[src/rtl/lrukv_pkg.sv]
// ----------------------------------------------------------------------------
// lrukv_pkg
// Shared types and constants for the fully associative LRU key/value cache.
// ----------------------------------------------------------------------------
`default_nettype none

package lrukv_pkg;

    // port widths fixed by the interface
    localparam int KEY_PORT_BITS = 32;
    localparam int DATA_BITS     = 32;
    localparam int CAP_BITS      = 5;

    // default sizing
    localparam int ENTRIES_DEFAULT  = 16;
    localparam int KEY_BITS_DEFAULT = 32;

    // capacity register value after reset
    localparam logic [CAP_BITS-1:0] CAPACITY_RESET = CAP_BITS'(16);

    // value returned by a get that misses
    localparam logic [DATA_BITS-1:0] MISS_VALUE = '1;

    // request kind
    typedef enum logic [0:0] {
        OP_GET = 1'b0,
        OP_PUT = 1'b1
    } op_t;

    // request held in the input stage
    typedef struct packed {
        op_t                        op;
        logic [KEY_PORT_BITS-1:0]   key;
        logic [DATA_BITS-1:0]       data;
    } req_t;

    // lookup answer for a get
    typedef struct packed {
        logic                   hit;
        logic [DATA_BITS-1:0]   data;
    } resp_t;

endpackage

`default_nettype wire

[src/rtl/lrukv_store.sv]
// ----------------------------------------------------------------------------
// lrukv_store
// Entry array with parallel key compare, rank based recency and the single
// pass update for one request (hit, fill of a free entry, or eviction).
// ----------------------------------------------------------------------------
`default_nettype none

module lrukv_store #(
    parameter int ENTRIES  = lrukv_pkg::ENTRIES_DEFAULT,
    parameter int KEY_BITS = lrukv_pkg::KEY_BITS_DEFAULT
) (
    input  wire logic                               clk,
    input  wire logic                               rst_n,
    input  wire logic                               commit,
    input  wire lrukv_pkg::req_t                    req,
    input  wire logic [lrukv_pkg::CAP_BITS-1:0]     capacity,
    output      lrukv_pkg::resp_t                   resp
);

    localparam int SK_BITS = (KEY_BITS < lrukv_pkg::KEY_PORT_BITS) ?
                             KEY_BITS : lrukv_pkg::KEY_PORT_BITS;
    localparam int RANK_W  = $clog2(ENTRIES);
    localparam int CNT_W   = $clog2(ENTRIES + 1);
    localparam int CMP_W   = (CNT_W > lrukv_pkg::CAP_BITS) ? CNT_W : lrukv_pkg::CAP_BITS;

    // entry storage
    logic [ENTRIES-1:0]                 valid_reg;
    logic [ENTRIES-1:0]                 valid_next;
    logic [RANK_W-1:0]                  rank_reg  [ENTRIES];
    logic [RANK_W-1:0]                  rank_next [ENTRIES];
    logic [SK_BITS-1:0]                 key_mem   [ENTRIES];
    logic [lrukv_pkg::DATA_BITS-1:0]    value_mem [ENTRIES];
    logic [CNT_W-1:0]                   used_reg;
    logic [CNT_W-1:0]                   used_next;

    logic [SK_BITS-1:0]                 req_key;
    logic [ENTRIES-1:0]                 match;
    logic [ENTRIES-1:0]                 free_oh;
    logic [ENTRIES-1:0]                 victim_oh;
    logic [ENTRIES-1:0]                 target_oh;
    logic                               hit;
    logic [RANK_W-1:0]                  hit_rank;
    logic [lrukv_pkg::DATA_BITS-1:0]    hit_value;
    logic [CMP_W-1:0]                   cap_ext;
    logic [CMP_W-1:0]                   eff_cap;
    logic                               alloc;
    logic [CNT_W-1:0]                   used_m1;
    logic [CNT_W-1:0]                   threshold;
    logic                               is_put;
    logic                               do_touch;

    assign req_key = req.key[SK_BITS-1:0];
    assign is_put  = (req.op == lrukv_pkg::OP_PUT);
    assign used_m1 = used_reg - CNT_W'(1);

    // parallel key compare and hit selection
    always_comb
    begin
        hit_rank  = '0;
        hit_value = '0;
        for (int i = 0; i < ENTRIES; i++)
        begin
            match[i]  = valid_reg[i] && (key_mem[i] == req_key);
            victim_oh[i] = valid_reg[i] && (rank_reg[i] == used_m1[RANK_W-1:0]);
            if (match[i])
            begin
                hit_rank  = hit_rank | rank_reg[i];
                hit_value = hit_value | value_mem[i];
            end
        end
        hit = |match;
    end

    // lowest free entry
    assign free_oh = ~valid_reg & (valid_reg + ENTRIES'(1));

    // effective capacity, clamped to 1..ENTRIES
    always_comb
    begin
        cap_ext = CMP_W'(capacity);
        if (cap_ext == '0)
            eff_cap = CMP_W'(1);
        else if (cap_ext > CMP_W'(ENTRIES))
            eff_cap = CMP_W'(ENTRIES);
        else
            eff_cap = cap_ext;
    end

    assign alloc = !hit && (CMP_W'(used_reg) < eff_cap) && (used_reg != CNT_W'(ENTRIES));

    // entry to make most recent and the rank below which entries age
    always_comb
    begin
        if (hit)
        begin
            target_oh = match;
            threshold = CNT_W'(hit_rank);
        end
        else if (alloc)
        begin
            target_oh = free_oh;
            threshold = used_reg;
        end
        else
        begin
            target_oh = victim_oh;
            threshold = used_m1;
        end
    end

    assign do_touch = commit && (is_put || hit);

    // next state of valid bits, ranks and fill count
    always_comb
    begin
        valid_next = valid_reg;
        used_next  = used_reg;
        for (int i = 0; i < ENTRIES; i++)
        begin
            rank_next[i] = rank_reg[i];
            if (do_touch)
            begin
                if (target_oh[i])
                    rank_next[i] = '0;
                else if (valid_reg[i] && (CNT_W'(rank_reg[i]) < threshold))
                    rank_next[i] = rank_reg[i] + RANK_W'(1);
            end
        end
        if (commit && is_put && alloc)
        begin
            valid_next = valid_reg | free_oh;
            used_next  = used_reg + CNT_W'(1);
        end
    end

    // control state
    always_ff @(posedge clk or negedge rst_n)
    begin
        if (!rst_n)
        begin
            valid_reg <= '0;
            used_reg  <= '0;
            for (int i = 0; i < ENTRIES; i++)
                rank_reg[i] <= '0;
        end
        else
        begin
            valid_reg <= valid_next;
            used_reg  <= used_next;
            for (int i = 0; i < ENTRIES; i++)
                rank_reg[i] <= rank_next[i];
        end
    end

    // key and value storage, written by a put
    always_ff @(posedge clk)
    begin
        for (int i = 0; i < ENTRIES; i++)
        begin
            if (commit && is_put && target_oh[i])
            begin
                key_mem[i]   <= req_key;
                value_mem[i] <= req.data;
            end
        end
    end

    // answer for a get
    always_comb
    begin
        resp.hit  = hit;
        resp.data = hit ? hit_value : lrukv_pkg::MISS_VALUE;
    end

endmodule

`default_nettype wire

[src/rtl/lru_key_value_cache.sv]
// ----------------------------------------------------------------------------
// lru_key_value_cache
// Fully associative key/value cache with least recently used replacement.
// ----------------------------------------------------------------------------
// path: a get is held in the input register, then its result is written to the
//   result register when it advances, and waits there until taken
// throughput: one transaction per cycle until a result not taken holds a get;
//   the input and result registers are the only stages, the whole lookup and
//   update sits between; puts return nothing, never waiting in the input stage
// reset: all entries invalid, ranks and fill count zero, capacity 16
`default_nettype none

module lru_key_value_cache #(
    parameter int ENTRIES  = lrukv_pkg::ENTRIES_DEFAULT,
    parameter int KEY_BITS = lrukv_pkg::KEY_BITS_DEFAULT
) (
    input  wire logic                                   clk,
    input  wire logic                                   rst_n,
    // configuration
    input  wire logic                                   cfg_we,
    input  wire logic [lrukv_pkg::CAP_BITS-1:0]         cfg_data,
    // request channel
    input  wire logic                                   in_valid,
    output      logic                                   in_ready,
    input  wire logic                                   op,
    input  wire logic signed [lrukv_pkg::KEY_PORT_BITS-1:0] key,
    input  wire logic signed [lrukv_pkg::DATA_BITS-1:0] data_in,
    // result channel
    output      logic                                   out_valid,
    input  wire logic                                   out_ready,
    output      logic                                   hit,
    output      logic signed [lrukv_pkg::DATA_BITS-1:0] data_out
);

    logic [lrukv_pkg::CAP_BITS-1:0]     capacity_reg;
    logic                               s1_valid_reg;
    lrukv_pkg::req_t                    s1_req_reg;
    logic                               out_valid_reg;
    logic                               out_hit_reg;
    logic [lrukv_pkg::DATA_BITS-1:0]    out_data_reg;
    lrukv_pkg::resp_t                   resp;
    logic                               s1_is_get;
    logic                               advance;
    logic                               in_fire;

    // capacity register
    always_ff @(posedge clk or negedge rst_n)
    begin
        if (!rst_n)
            capacity_reg <= lrukv_pkg::CAPACITY_RESET;
        else if (cfg_we)
            capacity_reg <= cfg_data;
    end

    // handshake: a put always leaves, a get needs room in the result register
    assign s1_is_get = (s1_req_reg.op == lrukv_pkg::OP_GET);
    assign advance   = s1_valid_reg && (!s1_is_get || !out_valid_reg || out_ready);
    assign in_ready  = !s1_valid_reg || advance;
    assign in_fire   = in_valid && in_ready;

    // input register
    always_ff @(posedge clk or negedge rst_n)
    begin
        if (!rst_n)
            s1_valid_reg <= 1'b0;
        else if (in_ready)
            s1_valid_reg <= in_valid;
    end

    always_ff @(posedge clk)
    begin
        if (in_fire)
        begin
            s1_req_reg.op   <= lrukv_pkg::op_t'(op);
            s1_req_reg.key  <= key;
            s1_req_reg.data <= data_in;
        end
    end

    // entry array and lookup
    lrukv_store #(
        .ENTRIES  (ENTRIES),
        .KEY_BITS (KEY_BITS)
    ) u_store (
        .clk      (clk),
        .rst_n    (rst_n),
        .commit   (advance),
        .req      (s1_req_reg),
        .capacity (capacity_reg),
        .resp     (resp)
    );

    // result register
    always_ff @(posedge clk or negedge rst_n)
    begin
        if (!rst_n)
            out_valid_reg <= 1'b0;
        else if (advance && s1_is_get)
            out_valid_reg <= 1'b1;
        else if (out_ready)
            out_valid_reg <= 1'b0;
    end

    always_ff @(posedge clk)
    begin
        if (advance && s1_is_get)
        begin
            out_hit_reg  <= resp.hit;
            out_data_reg <= resp.data;
        end
    end

    assign out_valid = out_valid_reg;
    assign hit       = out_hit_reg;
    assign data_out  = out_data_reg;

endmodule

`default_nettype wire

[config.mk]
export PLATFORM = sky130hd
export DESIGN_NAME = lru_key_value_cache
export DESIGN_NICKNAME = d
export VERILOG_FILES = /design/src/rtl/lrukv_pkg.sv /design/src/rtl/lrukv_store.sv /design/src/rtl/lru_key_value_cache.sv
export SDC_FILE = /design/constraint.sdc
export NUM_CORES = 2
export LEC_CHECK = 0
export BUFFER_PORTS_ARGS = -buffer_cell sky130_fd_sc_hd__buf_2
export CAP_MARGIN = 30
export CORE_MARGIN = 1.5
export CORE_UTILIZATION = 34
export DETAILED_ROUTE_END_ITERATION = 10
export GPL_ROUTABILITY_DRIVEN = 0
export GPL_TIMING_DRIVEN = 1
export PLACE_DENSITY_LB_ADDON = 0.2
export SLEW_MARGIN = 20
export SYNTH_ARGS = -nofsm -noshare
export SYNTH_HDL_FRONTEND = slang
export SYNTH_SLANG_ARGS = --single-unit
[constraint.sdc]
create_clock -name clk -period 18.4 [get_ports clk]
set_input_delay 1.84 -clock clk [delete_from_list [all_inputs] [get_ports clk]]
set_output_delay 1.84 -clock clk [all_outputs]
set_load 0.01 [all_outputs]
; After elaboration in Yosys (flattened, before gate mapping)
; Memories as Yosys holds them, arrays and structs flattened.
; Index checks and enable logic that the tools add are counted.
[op_classes]
n_addsub = 19
order_cmp = 18
eq_ne = 33
n_mux = 104
bitwise_logic = 34
n_reduce_logical = 114
[op_table]
columns = operator, n
row1 = equality test 32 bit, 16
row2 = two-way mux 32 bit, 16
row3 = bitwise OR 32 bit, 15
row4 = two-way mux 4 bit, 48
row5 = < comparator 4 x 5 -> 1 bit, 16
row6 = logical AND 1 bit, 72
row7 = adder 4 x 1 -> 4 bit (second input constant), 16
row8 = equality test 4 bit, 16
row9 = bitwise OR 4 bit, 15
row10 = two-way mux 1 bit, 34
row11 = nonzero test 2 bit, 17
row12 = two-way mux 16 bit, 2
row13 = AND reduction 2 bit, 16
row14 = two-way mux 5 bit, 4
row15 = adder 16 x 1 -> 16 bit (second input constant), 1
row16 = AND 16 bit, 1
row17 = inverter 16 bit, 1
row18 = bitwise OR 16 bit, 1
row19 = OR reduction 16 bit, 1
row20 = adder 5 x 1 -> 5 bit (second input constant), 1
row21 = greater-than comparator 5 bit (second input constant), 1
row22 = logical NOT 5 bit, 1
row23 = < comparator 5 bit, 1
row24 = inequality test 5 bit (second input constant), 1
row25 = 4 further kinds, 9
[totals]
regBits = 190
mem_bits_rw = 1024
elab_cells = 350
n_memories = 2
[mem_list]
columns = memory, words, width, rd, rd_ports_with_merged_regs, write_ports, line_no
row1 = u_store.key_mem, 16, 32, 16, 0, 16, lrukv_store.sv:31  ; logic [SK_BITS-1:0] key_mem [ENTRIES];
row2 = u_store.value_mem, 16, 32, 16, 0, 16, lrukv_store.sv:32  ; logic [lrukv_pkg::DATA_BITS-1:0] value_mem [ENTRIES];

; Logic depth before layout (Yosys ltp)
[depth]
word_depth = 38
ltp_mapped = 23
depth_no_buf = 16

; Cells and area by module
; From an unflattened synthesis, not the netlist that was laid out.
[hier_totals]
cells_unflattened = 3401
hier_area_um2 = 51808.4
[by_module_without_submodules]
columns = module, instances, cells_per_inst, area_per_inst_um2, seq_area_each_um2
row1 = lrukv_store, 1, 3281, 48569.1, 32876.5
row2 = lru_key_value_cache, 1, 120, 3239.4, 3119.2

; Worst setup path before layout
; No wires, ideal clock.
[synth_timing]
kind = register to register
start = register s1_req_reg[42] in the netlist's numbering
end = memory u_store.key_mem[0][100] in the netlist's numbering, enable pin
arrival_ns = 5.400
required_ns = 17.914
setup_slack_ns = 12.514
stages_incl_launch_ff = 16
synth_period_minus_slack_ns = 5.886
path_cell_list = edfxtp_1 buf_4 buf_4 o221ai_1 nor4_1 and3_1 buf_2 nor4_1 and4_1 buf_4 inv_4 buf_2 buf_2 o21bai_1 inv_1 nor2_1
[synth_rtl]
columns = element, line_no
row1 = "start, declared", lru_key_value_cache.sv:37  ; lrukv_pkg::req_t s1_req_reg;
row2 = "end, declared", lrukv_store.sv:31

; Worst setup path after layout
[layout_timing]
start = register s1_req_reg[54] in the netlist's numbering
end = register u_store.rank_reg[42] in the netlist's numbering
[layout_between]
elab_chain_len = 38
word_cells_on_any_way = 78
classes_between = order compare: 1 / eq/ne: 16 / mux: 21 / bitwise: 15 / reduce/logical: 25
[layout_rtl]
columns = element, line_no
row1 = equality test 32 bit, lrukv_store.sv:63  ; match[i] = valid_reg[i] && (key_mem[i] == req_key);
row2 = logical AND 1 bit, lrukv_store.sv:63
row3 = two-way mux 4 bit, lrukv_store.sv:65  ; if (match[i])
row4 = bitwise OR 4 bit, lrukv_store.sv:67  ; hit_rank = hit_rank | rank_reg[i];
row5 = two-way mux 4 bit, lrukv_store.sv:65
row6 = bitwise OR 4 bit, lrukv_store.sv:67
row7 = two-way mux 4 bit, lrukv_store.sv:65
row8 = bitwise OR 4 bit, lrukv_store.sv:67
row9 = [22 not listed], --
row10 = two-way mux 4 bit, lrukv_store.sv:65
row11 = bitwise OR 4 bit, lrukv_store.sv:67
row12 = two-way mux 4 bit, lrukv_store.sv:65
row13 = two-way mux 5 bit, lrukv_store.sv:94  ; if (hit)
row14 = < comparator 4 x 5 -> 1 bit, lrukv_store.sv:125  ; else if (valid_reg[i] && (CNT_W'(rank_reg[i]) < threshold))
row15 = logical AND 1 bit, lrukv_store.sv:125
row16 = nonzero test 2 bit (no line), --
row17 = AND reduction 2 bit (no line), --
row18 = "end signal, assigned by index", lrukv_store.sv:151  ; rank_reg[i] <= rank_next[i];
row19 = "end, declared", lrukv_store.sv:29  ; logic [RANK_W-1:0] rank_reg [ENTRIES];
; Parallel ways exist; a longest one is shown, timed or not.
; A chain may end at the register's enable or synchronous reset.

==> qor.csv <==
stage,metric,value,unit
yosys,synth_cell_types,63,
placement,post_dp_cell_area,53600,um^2
sta,rsz0062_at_grt,no,
sta,skew,0.0267,ns
placement,port_buffers,109,
finish,finalNonFillerCells,5408,
detailed_routing,num_vias,28900,
finish,syn2layout_area_growth,14.7,%
cts,root_buffer,clkbuf_16,
outcome,status,"complete, no violations",
cts,hold_buffers,0,
yosys,synth_area_leaders,"edfxtp_1 67%, xnor2_1 8.1%, dfrtp_1 4.5%",
sta,post-route-min-period,6.78,ns
critical_path,worst-path-buf-inv,4,
power,p_switching,2190,uW
critical_path,cp_slowest_cell,edfxtp_1,
floorplan,rows,141,
global_route,grt_pass1_vias,28500,
cts,cts_sinks,1214,
critical_path,critPathMaxFanout,39,
global_route,antenna_found_initial,1,
yosys,synthArstFlopShare,7.58,%
critical_path,worst_setup_path_end_kind,flop,
global_route,grt_first_pass_wirelength,212000,um
cts,cts_tree,done,
cts,clock_latency,0.78,ns
floorplan,initial_utilization,34.2,%
cts,clkTransAtPathRegs,0.06,ns
critical_path,cp-start-kind,flop,
yosys,syn_avg_cell_area,15.8,um^2
sta,drv_slew,0,
sta,fmax,0.148,GHz
power,leakage,0.0184,uW
floorplan,core,148000,um^2
power,power.share.sequential,46.5,%
yosys,synth_edf_count,1122,
detailed_routing,dr.pass1.iters,5,
power,p_int,5250,uW
power,vdd_drop_max,0.110,mV
sta,worst_slew_pin_slew,1.12,ns
yosys,syn_nets,3336,
detailed_routing,totalWireLength,147000,um
sta,finalCritPeriodShare,36.8,%
global_route,gr-max-usage-layer,met2,
finish,nets,3521,
yosys,syn_area,50500,um^2
yosys,ys.flop_type,edfxtp_1,
power,p_comb_share,18.2,%
critical_path,crit_top_cell,buf_4,
detailed_routing,vias_per_cell,5.34,
detailed_routing,drtIter0Drc,2535,
global_route,overflow,0,
critical_path,path_cells,buf_4 -> xnor2_1 -> nand4_1 -> nor4_1 -> and4_2 -> buf_4 -> nor4_1 -> and4_1 -> inv_4 -> nand4b_1 -> o21ai_1 -> buf_4 -> ha_1 -> a21o_1 -> a211oi_1 -> a21oi_2 -> or3_1 -> a21oi_1,
power,p_per_area,129,nW/um^2
yosys,yosys-top-cells-count,"1122 x edfxtp_1, 469 x xnor2_1, 170 x nand4_1, 124 x xor2_1",
placement,dpl.hpwl,82300,um
detailed_routing,post_drt_wl_per_cell,27.2,um
power,swShare,29.4,%
floorplan,io-pin-count,110,
global_route,grt_usage,19.5,%
critical_path,cp_data_arrival_time,7.47,ns
power,total_power,7450,uW
yosys,ys.warnings.count,0,
job,drv_cap,0,
floorplan,die_h,388,um
yosys,synth_cells,3190,
detailed_routing,drtAntennaViolNets,0,
cts,htree_levels,4,
global_route,use_met1,28.7,%
yosys,synth_top_cell_by_area,edfxtp_1,
sta,tns,0,ns
sta,final-setup-viol-count,0,
finish,fin_area,57900,um^2
finish,n_fill_cell,13500,
critical_path,critPathKind,flop to flop,
yosys,ys_seq_elements,1214,
global_route,grtUsageMet2,29.7,%
floorplan,die_w,388,um
yosys,synth.top_cell.area_share,66.7,%
sta,slew_headroom,24.4,%
global_route,met3_usage,3.24,%
critical_path,critPathMaxStageDelay,0.81,ns
detailed_routing,route.detailed.drc,0,
global_route,grt_max_degree,60,
cts,cts_setup_buffers,0,
cts,ctsResizeCount,0,
cts,cts_inserted_buffers,138,
cts,clockBufferDepth,3,
floorplan,dieArea,151000,um^2
finish,drive_gt1_share,12.9,%
placement,dpl.cell_count,5162,
finish,final_core_util,39.2,%
critical_path,required,19.09,ns
yosys,ys_seq_area_share,71.3,%
critical_path,crit_family,simple AND/OR/NAND/NOR gates,
power,power.clock.fraction,35.3,%
sta,hold_violations,0,
yosys,synth.most_common_cell,edfxtp_1,
min_path,hold_path.class,flop to flop,
==> cell families (layout without fill, tap and decap cells) <==
family,count (synthesis),after routing,synth area share (%)
mux,14,14,0.317
xor+xnor,593,593,10.3
compound gates,541,541,8.19
flops,1214,1214,71.3
buf+inv,205,491,2.09
other cells,0,2,0
simple gates,552,552,6.07
fa+ha+maj,71,71,1.76
==> layout by cell type, fill, tap and decap left out, drive strengths merged, types with 82 or more instances in the layout <==
master  synthesis  layout
buf           117     216
nand4         170     170
clkbuf         54     182
a221oi        105     105
dfrtp          91      91
xnor2         469     469
edfxtp       1122    1122
xor2          124     124
nand2          82      82
a22o          105     105
==> power by group through the flow <==
stage	sequential [uW]	combinational, uW	clock, uW
after floorplan	3450	921	0
after global routing	3480	1480	2800
after detailed placement	3510	1340	0
after global placement	3510	1330	0
final	3460	1350	2630
after CTS	3460	1340	2700
==> worst reg2reg max path: cells and delay by family, from the launching register on <==
family,cells,cell delay [ns]
AO/OA/AOI/OAI,5,1.04
XOR/XNOR,1,0.22
adder cells (fa/ha/maj),1,0.30
buffers and inverters,4,1.95
flip-flops,1,0.81
AND/OR/NAND/NOR,7,2.38
==> area by class of cell <==
| class | count | area (um^2) | share of cell area, % |
|---|---|---|---|
| flip-flops and latches | 1214 | 36000 | 62.2 |
| multi-input cells | 1771 | 13600 | 23.5 |
| clock buffers | 182 | 3650 | 6.30 |
| well taps | 1930 | 2410 | 4.17 |
| repair buffers | 216 | 1430 | 2.46 |
| clock inverters | 59 | 657 | 1.13 |
| inverters | 34 | 130 | 0.225 |
| diodes | 2 | 5.00 | 0.00864 |
==> through the flow <==
step / setup slack, ns / hold WS [ns]
CTS: 11.58 / 0.554
detailed placement: 11.61 / 0.544
global placement: 11.44 / 0.543
global route: 11.41 / 0.564
finish: 11.62 / 0.554
floorplan: 12.51 / 0.481
==> routing by layer <==
| metal | routed length, um | vias to the layer above |
|---|---|---|
| met1 | 69800 | 15000 |
| met4 | 2860 | 0 |
| li1 | - | 12800 |
| met2 | 66500 | 866 |
| met5 | 0 | - |
| met3 | 8190 | 190 |
==> path summary, 6_finish.rpt <==
| path | startpoint | to | slack [ns] | cells after the start |
|---|---|---|---|---|
| worst max-delay path | s1_req_reg[54] | u_store.rank_reg[42] | 11.62 | 18 |
| worst min-delay path | u_store.used_reg[4] | u_store.used_reg[4] | 0.55 | 1 |
| worst max register to register | s1_req_reg[54] | u_store.rank_reg[42] | 11.62 | 18 |
| worst min register to register | u_store.used_reg[4] | u_store.used_reg[4] | 0.55 | 1 |
| max in group asynchronous | rst_n | u_store.rank_reg[43] | 16.10 | 2 |
| min in group asynchronous | rst_n | capacity_reg[3] | 1.02 | 1 |
(Power assumes the default switching activity.)
